**config.mk**
```make
export PLATFORM = sky130hd
export DESIGN_NAME = four_band_splitter_peak_follower
export DESIGN_NICKNAME = d
export VERILOG_FILES = /design/src/design/fbsp_pkg.sv /design/src/design/fbsp_csr.sv /design/src/design/fbsp_ctrl.sv /design/src/design/fbsp_dpath.sv /design/src/design/four_band_splitter_peak_follower.sv
export SDC_FILE = /design/constraint.sdc
export NUM_CORES = 2
export LEC_CHECK = 0
export BUFFER_PORTS_ARGS = -buffer_cell sky130_fd_sc_hd__buf_2
export CAP_MARGIN = 20
export CORE_MARGIN = 3
export CORE_UTILIZATION = 68
export CTS_CLUSTER_DIAMETER = 120
export DETAILED_ROUTE_END_ITERATION = 10
export PLACE_DENSITY = 0.88
export SLEW_MARGIN = 15
export SYNTH_ARGS = -nofsm -noshare
export SYNTH_HDL_FRONTEND = slang
export SYNTH_HIERARCHICAL = 1
export SYNTH_SLANG_ARGS = --single-unit
```
**constraint.sdc**
```tcl
create_clock -name clk_i -period 29.1 [get_ports clk_i]
set_clock_uncertainty 0.15 [all_clocks]
set_input_delay 2.91 -clock clk_i [delete_from_list [all_inputs] [get_ports clk_i]]
set_output_delay 2.91 -clock clk_i [all_outputs]
set_load 0.03 [all_outputs]
```
**src/design/fbsp_pkg.sv**
```systemverilog
// ----------------------------------------------------------------------------
// fbsp_pkg
// Shared types, register map and constants of the four-band splitter.
// ----------------------------------------------------------------------------
package fbsp_pkg;

  localparam int SampleBitsDefault = 16;

  localparam int CoefW    = 16;
  localparam int FloorW   = 15;
  localparam int PeakOutW = 15;
  localparam int ApbAddrW = 5;
  localparam int ApbDataW = 32;

  // Q2.14 band gains
  localparam logic [CoefW-1:0] GainBass    = 16'd18022;
  localparam logic [CoefW-1:0] GainLowmid  = 16'd18842;
  localparam logic [CoefW-1:0] GainHighmid = 16'd19661;
  localparam logic [CoefW-1:0] GainTreble  = 16'd20480;

  localparam logic [CoefW-1:0] BassCoefRst    = 16'd3604;
  localparam logic [CoefW-1:0] LowmidCoefRst  = 16'd11796;
  localparam logic [CoefW-1:0] HighmidCoefRst = 16'd29491;
  localparam logic [CoefW-1:0] AttackCoefRst  = 16'd9830;
  localparam logic [CoefW-1:0] ReleaseCoefRst = 16'd1311;
  localparam logic [FloorW-1:0] PeakFloorRst  = 15'd6554;

  typedef enum logic [2:0] {
    REG_BASS    = 3'd0,
    REG_LOWMID  = 3'd1,
    REG_HIGHMID = 3'd2,
    REG_ATTACK  = 3'd3,
    REG_RELEASE = 3'd4,
    REG_FLOOR   = 3'd5
  } reg_idx_e;

  // One operation per pass through the shared multiplier
  typedef enum logic [2:0] {
    OP_F1 = 3'd0,
    OP_F2 = 3'd1,
    OP_F3 = 3'd2,
    OP_B1 = 3'd3,
    OP_B2 = 3'd4,
    OP_B3 = 3'd5,
    OP_B4 = 3'd6,
    OP_PK = 3'd7
  } op_e;

  typedef enum logic [1:0] {
    ST_IDLE = 2'd0,
    ST_RUN  = 2'd1,
    ST_FIN  = 2'd2
  } state_e;

  typedef struct packed {
    logic [CoefW-1:0]  bass;
    logic [CoefW-1:0]  lowmid;
    logic [CoefW-1:0]  highmid;
    logic [CoefW-1:0]  attack;
    logic [CoefW-1:0]  rel;
    logic [FloorW-1:0] pk_floor;
  } cfg_t;

  typedef struct packed {
    logic load;    // capture the input beat
    logic issue;   // start a multiply
    op_e  op;      // operation being issued
    logic post;    // retire the previous multiply
    logic finish;  // retire the peak step and load the output register
  } cmd_t;

  typedef struct packed {
    logic out_free;
  } status_t;

endpackage

```
**src/design/fbsp_csr.sv**
```systemverilog
// ----------------------------------------------------------------------------
// fbsp_csr
// APB register file holding filter and peak follower coefficients.
// ----------------------------------------------------------------------------
module fbsp_csr import fbsp_pkg::*; (
  input  logic                clk_i,
  input  logic                rst_ni,
  input  logic                psel,
  input  logic                penable,
  input  logic                pwrite,
  input  logic [ApbAddrW-1:0] paddr,
  input  logic [ApbDataW-1:0] pwdata,
  output logic [ApbDataW-1:0] prdata,
  output logic                pready,
  output cfg_t                cfg_o
);

  cfg_t     cfg_q, cfg_d;
  reg_idx_e idx;
  logic     wr_en;

  assign idx    = reg_idx_e'(paddr[ApbAddrW-1:2]);
  assign wr_en  = psel & penable & pwrite;
  assign pready = 1'b1;
  assign cfg_o  = cfg_q;

  always_comb begin
    cfg_d = cfg_q;
    if (wr_en) begin
      case (idx)
        REG_BASS:    cfg_d.bass     = pwdata[CoefW-1:0];
        REG_LOWMID:  cfg_d.lowmid   = pwdata[CoefW-1:0];
        REG_HIGHMID: cfg_d.highmid  = pwdata[CoefW-1:0];
        REG_ATTACK:  cfg_d.attack   = pwdata[CoefW-1:0];
        REG_RELEASE: cfg_d.rel      = pwdata[CoefW-1:0];
        REG_FLOOR:   cfg_d.pk_floor = pwdata[FloorW-1:0];
        default: ;
      endcase
    end
  end

  always_comb begin
    case (idx)
      REG_BASS:    prdata = ApbDataW'(cfg_q.bass);
      REG_LOWMID:  prdata = ApbDataW'(cfg_q.lowmid);
      REG_HIGHMID: prdata = ApbDataW'(cfg_q.highmid);
      REG_ATTACK:  prdata = ApbDataW'(cfg_q.attack);
      REG_RELEASE: prdata = ApbDataW'(cfg_q.rel);
      REG_FLOOR:   prdata = ApbDataW'(cfg_q.pk_floor);
      default:     prdata = '0;
    endcase
  end

  always_ff @(posedge clk_i or negedge rst_ni) begin
    if (!rst_ni) begin
      cfg_q.bass     <= BassCoefRst;
      cfg_q.lowmid   <= LowmidCoefRst;
      cfg_q.highmid  <= HighmidCoefRst;
      cfg_q.attack   <= AttackCoefRst;
      cfg_q.rel      <= ReleaseCoefRst;
      cfg_q.pk_floor <= PeakFloorRst;
    end else begin
      cfg_q <= cfg_d;
    end
  end

endmodule

```
**src/design/fbsp_ctrl.sv**
```systemverilog
// ----------------------------------------------------------------------------
// fbsp_ctrl
// Sequencer: steps the shared multiplier through the eight operations of a beat.
// ----------------------------------------------------------------------------
module fbsp_ctrl import fbsp_pkg::*; (
  input  logic    clk_i,
  input  logic    rst_ni,
  input  logic    in_valid_i,
  output logic    in_ready_o,
  input  status_t status_i,
  output cmd_t    cmd_o
);

  state_e     state_q, state_d;
  logic [2:0] step_q, step_d;

  always_ff @(posedge clk_i or negedge rst_ni) begin
    if (!rst_ni) begin
      state_q <= ST_IDLE;
      step_q  <= '0;
    end else begin
      state_q <= state_d;
      step_q  <= step_d;
    end
  end

  always_comb begin
    state_d    = state_q;
    step_d     = step_q;
    in_ready_o = 1'b0;
    cmd_o      = '{load: 1'b0, issue: 1'b0, op: OP_F1, post: 1'b0, finish: 1'b0};
    case (state_q)
      ST_IDLE: begin
        in_ready_o = 1'b1;
        if (in_valid_i) begin
          cmd_o.load = 1'b1;
          step_d     = '0;
          state_d    = ST_RUN;
        end
      end
      ST_RUN: begin
        cmd_o.issue = 1'b1;
        cmd_o.op    = op_e'(step_q);
        cmd_o.post  = (op_e'(step_q) != OP_F1);
        step_d      = step_q + 3'd1;
        if (op_e'(step_q) == OP_PK) begin
          state_d = ST_FIN;
        end
      end
      ST_FIN: begin
        // wait for room in the output register
        if (status_i.out_free) begin
          cmd_o.finish = 1'b1;
          state_d      = ST_IDLE;
        end
      end
      default: begin
        state_d = ST_IDLE;
      end
    endcase
  end

endmodule

```
**src/design/fbsp_dpath.sv**
```systemverilog
// ----------------------------------------------------------------------------
// fbsp_dpath
// Filter, band and peak datapath around one shared signed multiplier.
// ----------------------------------------------------------------------------
module fbsp_dpath import fbsp_pkg::*; #(
  parameter int SAMPLE_BITS = SampleBitsDefault
) (
  input  logic                          clk_i,
  input  logic                          rst_ni,
  input  cmd_t                          cmd_i,
  output status_t                       status_o,
  input  cfg_t                          cfg_i,
  input  logic signed [SAMPLE_BITS-1:0] left_sample_i,
  input  logic signed [SAMPLE_BITS-1:0] right_sample_i,
  input  logic                          window_end_i,
  output logic                          out_valid_o,
  input  logic                          out_ready_i,
  output logic signed [SAMPLE_BITS-1:0] mono_out_o,
  output logic signed [SAMPLE_BITS-1:0] bass_out_o,
  output logic signed [SAMPLE_BITS-1:0] lowmid_out_o,
  output logic signed [SAMPLE_BITS-1:0] highmid_out_o,
  output logic signed [SAMPLE_BITS-1:0] treble_out_o,
  output logic [PeakOutW-1:0]           smoothed_peak_o,
  output logic                          window_done_o
);

  localparam int SB    = SAMPLE_BITS;
  localparam int ProdW = SB + 18;
  localparam int PeakW = ((SB > 16) ? SB : 16) + 1;
  localparam int FullScale = 1 << (SB - 1);
  localparam logic [SB-1:0]    WpReset   = SB'((FullScale + 50) / 100);
  localparam logic [SB-2:0]    SpReset   = (SB-1)'((FullScale * 7 + 5) / 10);
  localparam logic [PeakW-1:0] SpMax     = PeakW'(FullScale - 1);
  localparam logic [PeakW-1:0] OutCap    = PeakW'((1 << PeakOutW) - 1);
  localparam logic [ProdW-1:0] BandRound = ProdW'(8192);

  // beat state
  logic signed [SB-1:0] mono_q, lp1_q, lp2_q, lp3_q;
  logic [SB-1:0]        wp_q;
  logic [SB-2:0]        sp_q;
  logic                 last_q;
  logic signed [SB-1:0] band1_q, band2_q, band3_q, band4_q;

  // multiplier
  logic signed [SB:0]      op_a;
  logic [CoefW-1:0]        op_b;
  logic signed [ProdW-1:0] prod_d, prod_q;
  op_e                     pend_op_q;

  // output register
  logic                 out_valid_q;
  logic signed [SB-1:0] mono_o_q, bass_o_q, lowmid_o_q, highmid_o_q, treble_o_q;
  logic [PeakOutW-1:0]  peak_o_q;
  logic                 done_o_q;

  logic signed [SB:0]   sum_w;
  logic signed [SB-1:0] mono_w;
  logic [SB-1:0]        mag_w;
  logic [PeakW-1:0]     wp_ext, sp_ext, diff_w, step_w, sp_calc, sp_new, sp_fin;
  logic                 up_w;
  logic [ProdW-1:0]     rnd_w;
  logic [SB+3:0]        sh_w;
  logic [4:0]           sh_hi;
  logic signed [SB-1:0] band_w;

  function automatic logic signed [SB:0] sx(input logic signed [SB-1:0] v);
    sx = $signed({v[SB-1], v});
  endfunction

  // mono and its magnitude; most negative value maps to full scale
  assign sum_w  = sx(left_sample_i) + sx(right_sample_i);
  assign mono_w = sum_w[SB:1];
  assign mag_w  = mono_w[SB-1] ? (~mono_w + 1'b1) : mono_w;

  // peak follower decision, stable from issue of the peak step to finish
  assign wp_ext = PeakW'(wp_q);
  assign sp_ext = PeakW'(sp_q);
  assign up_w   = wp_ext > sp_ext;
  assign diff_w = up_w ? (wp_ext - sp_ext) : (sp_ext - wp_ext);
  assign step_w = PeakW'(prod_q[SB+14:16]);

  always_comb begin
    sp_calc = up_w ? (sp_ext + step_w) : (sp_ext - step_w);
    sp_new  = sp_calc;
    if (sp_new < PeakW'(cfg_i.pk_floor)) begin
      sp_new = PeakW'(cfg_i.pk_floor);
    end
    if (sp_new > SpMax) begin
      sp_new = SpMax;
    end
    sp_fin = last_q ? sp_new : sp_ext;
  end

  // band rounding and saturation
  always_comb begin
    rnd_w = prod_q + BandRound;
    sh_w  = rnd_w[ProdW-1:14];
    sh_hi = sh_w[SB+3:SB-1];
    if ((&sh_hi) || !(|sh_hi)) begin
      band_w = sh_w[SB-1:0];
    end else if (sh_w[SB+3]) begin
      band_w = {1'b1, {(SB-1){1'b0}}};
    end else begin
      band_w = {1'b0, {(SB-1){1'b1}}};
    end
  end

  // operand select
  always_comb begin
    case (cmd_i.op)
      OP_F1: begin op_a = sx(mono_q) - sx(lp1_q); op_b = cfg_i.bass;    end
      OP_F2: begin op_a = sx(mono_q) - sx(lp2_q); op_b = cfg_i.lowmid;  end
      OP_F3: begin op_a = sx(mono_q) - sx(lp3_q); op_b = cfg_i.highmid; end
      OP_B1: begin op_a = sx(lp1_q);              op_b = GainBass;      end
      OP_B2: begin op_a = sx(lp2_q) - sx(lp1_q);  op_b = GainLowmid;    end
      OP_B3: begin op_a = sx(lp3_q) - sx(lp2_q);  op_b = GainHighmid;   end
      OP_B4: begin op_a = sx(mono_q) - sx(lp3_q); op_b = GainTreble;    end
      OP_PK: begin
        op_a = $signed({1'b0, diff_w[SB-1:0]});
        op_b = up_w ? cfg_i.attack : cfg_i.rel;
      end
      default: begin op_a = '0; op_b = '0; end
    endcase
  end

  assign prod_d = op_a * $signed({1'b0, op_b});

  always_ff @(posedge clk_i) begin
    if (cmd_i.issue) begin
      prod_q    <= prod_d;
      pend_op_q <= cmd_i.op;
    end
    if (cmd_i.load) begin
      mono_q <= mono_w;
      last_q <= window_end_i;
    end
    if (cmd_i.post) begin
      case (pend_op_q)
        OP_B1:   band1_q <= band_w;
        OP_B2:   band2_q <= band_w;
        OP_B3:   band3_q <= band_w;
        OP_B4:   band4_q <= band_w;
        default: ;
      endcase
    end
    if (cmd_i.finish) begin
      mono_o_q    <= mono_q;
      bass_o_q    <= band1_q;
      lowmid_o_q  <= band2_q;
      highmid_o_q <= band3_q;
      treble_o_q  <= band4_q;
      peak_o_q    <= (sp_fin > OutCap) ? OutCap[PeakOutW-1:0] : sp_fin[PeakOutW-1:0];
      done_o_q    <= last_q;
    end
  end

  // filter and peak state
  always_ff @(posedge clk_i or negedge rst_ni) begin
    if (!rst_ni) begin
      lp1_q <= '0;
      lp2_q <= '0;
      lp3_q <= '0;
      wp_q  <= WpReset;
      sp_q  <= SpReset;
    end else begin
      if (cmd_i.load && (mag_w > wp_q)) begin
        wp_q <= mag_w;
      end
      if (cmd_i.post) begin
        case (pend_op_q)
          OP_F1:   lp1_q <= lp1_q + $signed(prod_q[SB+15:16]);
          OP_F2:   lp2_q <= lp2_q + $signed(prod_q[SB+15:16]);
          OP_F3:   lp3_q <= lp3_q + $signed(prod_q[SB+15:16]);
          default: ;
        endcase
      end
      if (cmd_i.finish && last_q) begin
        sp_q  <= sp_new[SB-2:0];
        lp1_q <= '0;
        lp2_q <= '0;
        lp3_q <= '0;
        wp_q  <= WpReset;
      end
    end
  end

  always_ff @(posedge clk_i or negedge rst_ni) begin
    if (!rst_ni) begin
      out_valid_q <= 1'b0;
    end else if (cmd_i.finish) begin
      out_valid_q <= 1'b1;
    end else if (out_ready_i) begin
      out_valid_q <= 1'b0;
    end
  end

  assign status_o.out_free = !out_valid_q || out_ready_i;

  assign out_valid_o     = out_valid_q;
  assign mono_out_o      = mono_o_q;
  assign bass_out_o      = bass_o_q;
  assign lowmid_out_o    = lowmid_o_q;
  assign highmid_out_o   = highmid_o_q;
  assign treble_out_o    = treble_o_q;
  assign smoothed_peak_o = peak_o_q;
  assign window_done_o   = done_o_q;

endmodule

```
**src/design/four_band_splitter_peak_follower.sv**
```systemverilog
// ----------------------------------------------------------------------------
// four_band_splitter_peak_follower
// Stereo-to-mono four-band crossover with windowed peak follower.
// ----------------------------------------------------------------------------
// Beats are taken one at a time: a new beat is accepted only after the last
//   one has made eight passes through the one shared multiplier (three filter
//   steps, four band gains, one peak step) and reached the output register.
// A finished result waits in the output register while the next beat runs.
// Reset (async, active low): coefficients to defaults, filters cleared,
//   window peak to 0.01 and smoothed peak to 0.7 of full scale.
module four_band_splitter_peak_follower import fbsp_pkg::*; #(
  parameter int SAMPLE_BITS = SampleBitsDefault
) (
  input  logic                          clk_i,
  input  logic                          rst_ni,
  input  logic                          psel,
  input  logic                          penable,
  input  logic                          pwrite,
  input  logic [ApbAddrW-1:0]           paddr,
  input  logic [ApbDataW-1:0]           pwdata,
  output logic [ApbDataW-1:0]           prdata,
  output logic                          pready,
  input  logic                          in_valid_i,
  output logic                          in_ready_o,
  input  logic signed [SAMPLE_BITS-1:0] left_sample_i,
  input  logic signed [SAMPLE_BITS-1:0] right_sample_i,
  input  logic                          window_end_i,
  output logic                          out_valid_o,
  input  logic                          out_ready_i,
  output logic signed [SAMPLE_BITS-1:0] mono_out_o,
  output logic signed [SAMPLE_BITS-1:0] bass_out_o,
  output logic signed [SAMPLE_BITS-1:0] lowmid_out_o,
  output logic signed [SAMPLE_BITS-1:0] highmid_out_o,
  output logic signed [SAMPLE_BITS-1:0] treble_out_o,
  output logic [PeakOutW-1:0]           smoothed_peak_o,
  output logic                          window_done_o
);

  cfg_t    cfg;
  cmd_t    cmd;
  status_t status;

  fbsp_csr u_csr (
    .clk_i   (clk_i),
    .rst_ni  (rst_ni),
    .psel    (psel),
    .penable (penable),
    .pwrite  (pwrite),
    .paddr   (paddr),
    .pwdata  (pwdata),
    .prdata  (prdata),
    .pready  (pready),
    .cfg_o   (cfg)
  );

  fbsp_ctrl u_ctrl (
    .clk_i      (clk_i),
    .rst_ni     (rst_ni),
    .in_valid_i (in_valid_i),
    .in_ready_o (in_ready_o),
    .status_i   (status),
    .cmd_o      (cmd)
  );

  fbsp_dpath #(
    .SAMPLE_BITS (SAMPLE_BITS)
  ) u_dpath (
    .clk_i           (clk_i),
    .rst_ni          (rst_ni),
    .cmd_i           (cmd),
    .status_o        (status),
    .cfg_i           (cfg),
    .left_sample_i   (left_sample_i),
    .right_sample_i  (right_sample_i),
    .window_end_i    (window_end_i),
    .out_valid_o     (out_valid_o),
    .out_ready_i     (out_ready_i),
    .mono_out_o      (mono_out_o),
    .bass_out_o      (bass_out_o),
    .lowmid_out_o    (lowmid_out_o),
    .highmid_out_o   (highmid_out_o),
    .treble_out_o    (treble_out_o),
    .smoothed_peak_o (smoothed_peak_o),
    .window_done_o   (window_done_o)
  );

endmodule

```
Word level (Yosys, flattened, before mapping)
Index checks and enable logic that the tools add are counted.

storage, ports and cells
  bits in registers = 394
  input bits = 77
  output and inout bits = 131

cells by class
  $add $sub $neg = 16
  $mul = 1
  $lt $le $gt $ge = 5
  equal/unequal tests = 24
  multiplexer cells = 37
  bitwise logic cells = 3
  reductions and logical operators = 36

operators by type and width
  operator                                                          number
  2-to-1 mux 16 bit                                                 16
  case mux 16 bit (8 select lines)                                  1
  case mux 17 bit (7 select lines)                                  1
  case mux 16 bit (6 select lines)                                  1
  subtractor 16 x 16 -> 17 bit                                      5
  2-to-1 mux 17 bit                                                 4
  adder 16 bit                                                      3
  adder 34 x 14 -> 34 bit (second input constant)                   1
  greater-than comparator 17 x 15 -> 1 bit (second input constant)  2
  multiplier 17 x 17 -> 34 bit                                      1
  equality test 3 bit (second input constant)                       10
  AND reduction 2 bit                                               14
  equality test 3 x 2 -> 1 bit (second input constant)              6
  adder 16 x 16 -> 17 bit                                           1
  less-than comparator 17 x 15 -> 1 bit                             1
  adder 15 x 15 -> 16 bit                                           1
  adder 16 x 1 -> 16 bit (second input constant)                    1
  greater-than comparator 16 x 15 -> 1 bit                          1
  greater-than comparator 16 bit                                    1
  NOT 16 bit                                                        1
  subtractor 15 x 15 -> 16 bit                                      1
  subtractor 15 x 16 -> 16 bit                                      1
  subtractor 16 x 15 -> 16 bit                                      1
  nonzero test 2 bit                                                7
  23 further kinds                                                  40

Depth between registers and ports, before layout
  depth in word-level cells = 8
  gate-level depth with buffers = 45

Hierarchy
Netlist, hierarchy kept.

modules (own cells, without submodules)
  module      times used  cells each  area an instance (um2)  sequential area each (um2)
  fbsp_dpath  1           3396        30996.0                 8051.5
  fbsp_csr    1           339         4611.9                  2428.6
  fbsp_ctrl   1           30          309.0                   125.1

Worst setup path before layout
No wires, ideal clock.

  kind = reg-to-reg
  start point = register u_ctrl.state_q[0]
  end point = register u_dpath.prod_q[28] (data pin)
  library setup time = 0.260 ns
  arrival = 9.839 ns
  required time = 28.690 ns
  path slack = 18.850 ns
  stages on the path, launching flop included = 44
  path buffers = 5
  path through = dfrtp_1 -> nor2b_1 -> buf_6 -> and2_1 -> clkbuf_1 -> clkbuf_1 -> clkbuf_1 -> clkbuf_1 -> nand2_1 -> o21ai_0 -> nand2_1 -> o21ai_0 -> ha_1 -> inv_1 -> fa_1 -> a211o_1 -> o211ai_1 -> a21o_1 -> [8 not listed] -> fa_1 -> fa_1 -> inv_1 -> fa_1 -> fa_1 -> inv_1 -> fa_1 -> inv_1 -> ha_1 -> a21oi_1 -> a21oi_1 -> o21ai_0 -> a21oi_1 -> a211o_1 -> o211a_1 -> o21a_1 -> o21bai_1 -> a21oi_1

RTL lines
  element                   line               RTL
  start: declaration        fbsp_ctrl.sv:14    state_e state_q, state_d;
  start signal: assignment  fbsp_ctrl.sv:22    state_q <= state_d;
  end signal: assignment    fbsp_dpath.sv:130  prod_q <= prod_d;
  end: declaration          fbsp_dpath.sv:47   logic signed [ProdW-1:0] prod_d, prod_q;

==> metrics.md <==
| Metric | Value |
|---|---|
| Gate Count Post-Synth | approximately 3,800 |
| H-tree depth | 2 |
| Pins Over Slew Limit | 0 |
| FMAX | approximately 84 MHz |
| Final WL | 107,000 µm |
| DR WL/cell | 23.2 µm |
| CORE AREA | ~0.052 mm² |
| Num CTS Buffers | 40 |
| TNS Setup | 0 ns |
| Final period utilization | 0.411 |
| Initial antenna violation count | 10 |
| Reg2Reg Capture Point | u_dpath/prod_q[33] |
| Dpl hpwl | approximately 79,000 µm |
| Syn avg cell area | 9.54 µm² |
| Max_slew headroom | 0.142 |
| Synth unique cells | 105 |
| Post-cts resize count | 0 |
| GRT Util Overall | 0.380 |
| TritonCTS clock tree | done |
| Drt drc | 0 |
| CTS clock-pin slew for the worst setup and hold paths | approximately 0.06 ns |
| I/O Buffers | approximately 170 |
| Ys flop type | edfxtp_1 |
| Maximum buffer depth of the clock tree | 3 |
| Sink Count | roughly 380 |
| Min Tclk post-route | 11.96 ns |
| Total gr overflow | 0 |
| Vias in the first global route | about 30,000 |
| Routed vias | around 30,000 |
| CP Launch Type | flop |
| DR pass1 iterations | 10 |
| Syn. warnings | 6 |
| Largest net degree at the start of global routing | 99 |
| Starting density of the core | 0.693 |
| Post-CTS Hold Buffers | 0 |
| Area growth from synthesis to layout | 7.86% |
| Async S/R FF share, synth | 0.472 |
| Die boundary width | 236 µm |
| Worst path max stage delay | slightly above 0.8 ns |
| CTS root buffer | clkbuf_16 |
| Die area | 0.0556 mm² |
| Via/cell ratio | 6.60 |
| Ports | about 210 |
| Critical path endpoint | u_dpath/prod_q[33] |
| Tightest Pin Transition | roughly 1.3 ns |
| Die height | approximately 240 µm |
| Synthesized cell area | about 0.036 mm² |
| Layout Utilization | 0.748 |
| Maxcap violations | 0 |
| Status | finished clean |
| Nets | 4,541 |
| Required @ worst endpoint | 29.26 ns |
| Layout cells sized above 1 | 0.136 |
| Setup violations, final | 0 |
| EDFF count, synth | about 200 |
| Global-route wire length before repair | about 170,000 µm |
| Slowest CP cell | a31oi_1 |
| HP Class | flop to flop |
| Flop-to-flop setup slack | around 17 ns |
| Sequential area share after synthesis | 0.295 |
| Worst r2r src | u_ctrl/state_q[0] |
| Reg2Reg Depth | about 40 |
| Antenna Violating Nets Remaining | 0 |
| Crit path max fanout | 36 |
| Hold Fails Final Rpt | 0 |
| Postcts setup bufs | 0 |
| RSZ-0062 raised after global routing | false |
| Setup CP Type | flop to flop |
| Gpl congestion | 1.05 |
| #FFs+latches synth | 381 |
| DRT iter0 DRCs | ~3,500 |
| Crit path from | u_ctrl/state_q[0] |
| Worst skew pair latency | slightly below 0.6 ns |
| Crit. End Element | flop |
| Critical Path AT | roughly 12 ns |
| Rows | a little over 80 |
==> worst max-delay path, delay by kind of cell, from the launching register on <==
family | cells | cell delay (ns)
compound gates | 12 | 3.31
xor+xnor | 2 | 0.64
fa+ha+maj | 9 | 4.08
buf+inv | 10 | 1.59
flops | 1 | 0.49
simple gates | 8 | 1.36
==> cells in the mapped netlist, drive strengths merged, types with 10 or more instances <==
cell | number | area, µm²
inv | 509 | 1910
nand2 | 345 | 1290
ha | 290 | 3630
nor2 | 284 | 1070
fa | 283 | 5670
a21oi | 220 | 1120
edfxtp | 201 | 6040
o21ai | 186 | 938
dfrtp | 128 | 3200
mux2 | 127 | 1470
xnor2 | 102 | 901
clkbuf | 91 | 342
nor3 | 76 | 418
buf | 58 | 345
a211oi | 57 | 433
nand3 | 56 | 280
a21o | 55 | 413
mux2i | 53 | 531
dfstp | 52 | 1370
xor2 | 50 | 438
o21a | 38 | 287
nand2b | 37 | 231
a31oi | 35 | 234
nor2b | 34 | 213
or3 | 29 | 181
o211ai | 25 | 188
a211o | 24 | 210
o31ai | 23 | 178
and3 | 22 | 138
and2 | 21 | 131
nand4 | 21 | 138
or2 | 21 | 131
o22ai | 19 | 119
a31o | 12 | 114
o21bai | 11 | 82.6
a22oi | 10 | 75.1
a2bb2oi | 10 | 93.8
==> layout make-up <==
cell class	count	area [µm²]
Sequential cell	381	10600
Tap cell	680	851
Timing Repair Buffer	218	1220
Multi-Input combinational cell	2739	22800
Clock inverter	19	186
Clock buffer	55	1120
Fill cell	3411	13100
Inverter	511	1920
Antenna cell	6	15.0
==> registers in the layout, indices dropped and copies added (netlist names), 2 cells and up <==
| signal | cells |
|---|---|
| u_csr/cfg_o | 95 |
| u_dpath/wp_q | 16 |
| u_dpath/pend_op_q | 3 |
| u_dpath/lp2_q | 16 |
| u_dpath/lp3_q | 16 |
| u_dpath/prod_q | 21 |
| u_dpath/mono_q | 16 |
| u_dpath/bass_out_o | 16 |
| u_ctrl/state_q | 2 |
| u_dpath/lowmid_out_o | 16 |
| u_dpath/band3_q | 16 |
| u_dpath/band4_q | 16 |
| u_dpath/band1_q | 16 |
| u_ctrl/step_q | 3 |
| u_dpath/highmid_out_o | 16 |
| u_dpath/sp_q | 15 |
| u_dpath/band2_q | 16 |
| u_dpath/treble_out_o | 16 |
| u_dpath/mono_out_o | 16 |
| u_dpath/smoothed_peak_o | 15 |
| u_dpath/lp1_q | 16 |
==> layer usage <==
metal / GRT usage / up-vias / routed length, µm
met5: 0 / - / 106
met4: 0.237 / 10 / 7990
met3: 0.100 / 622 / 13000
met2: 0.590 / 2149 / 47700
met1: 0.476 / 14435 / 38200
li1: - / 13185 / -
==> cells in the final DEF (no fill, tap or decap), types with 10 or more instances in the layout <==
master	Yosys	final
inv_1	508	508
nand2_1	345	345
ha_1	290	290
fa_1	283	283
nor2_1	281	279
a21oi_1	218	217
edfxtp_1	201	201
o21ai_0	178	177
buf_2	24	171
dfrtp_1	128	128
mux2_2	117	117
xnor2_1	101	101
nor3_1	71	70
nand3_1	56	56
a211oi_1	56	55
a21o_1	55	54
mux2i_1	53	53
dfstp_2	52	52
xor2_1	50	50
buf_4	22	45
clkbuf_16	0	41
nand2b_1	37	37
o21a_1	37	37
a31oi_1	34	34
nor2b_1	34	33
or3_1	29	29
o211ai_1	25	25
a211o_1	24	24
and3_1	22	22
o31ai_1	22	22
nand4_1	20	20
o22ai_1	19	19
or2_2	19	19
conb_1	2	17
and2_1	20	17
o21bai_1	11	11
clkbuf_1	91	10
a22oi_1	10	10
mux2_4	10	10
a31o_2	10	10
==> kinds of logic (layout without fill, tap and decap cells) <==
logic type,Yosys count,count (layout),share of synthesized area
compound gates,831,831,0.152
xor+xnor,152,152,0.0373
flops,381,381,0.295
fa+ha+maj,575,575,0.259
simple gates,982,982,0.126
mux,182,182,0.0569
buf+inv,660,803,0.0725
other cells,2,23,0.000209
==> worst min-delay path by stage <==
stage,slack [ns],cells past startpoint,endpoint,from
final,0.26,0,u_dpath/bass_out_o[12],u_dpath/band1_q[12]
after global routing,0.27,0,u_dpath/treble_out_o[8],u_dpath/band4_q[8]
after CTS,0.27,0,u_dpath/bass_out_o[4],u_dpath/band1_q[4]
after detailed placement,0.25,0,u_dpath/bass_out_o[4],u_dpath/band1_q[4]
after global placement,0.25,0,u_dpath/bass_out_o[7],u_dpath/band1_q[7]
after floorplan,0.25,0,u_dpath/bass_out_o[0],u_dpath/band1_q[0]
==> metrics by stage <==
stage / hold WS, ns / area (µm²) / instances / setup WS (ns)
after detailed placement: 0.255 / 37400 / 4528 / 17.50
after CTS: 0.268 / 38700 / 4602 / 17.46
after floorplan: 0.250 / 36000 / 3780 / 18.85
after global placement: 0.251 / 37400 / 4528 / 17.72
final: 0.265 / 38700 / 4609 / 17.14
after global routing: 0.273 / 38700 / 4603 / 16.47
Power is not shown: default switching activity piles up to over one toggle a cycle in this logic, so the estimate is an artifact.
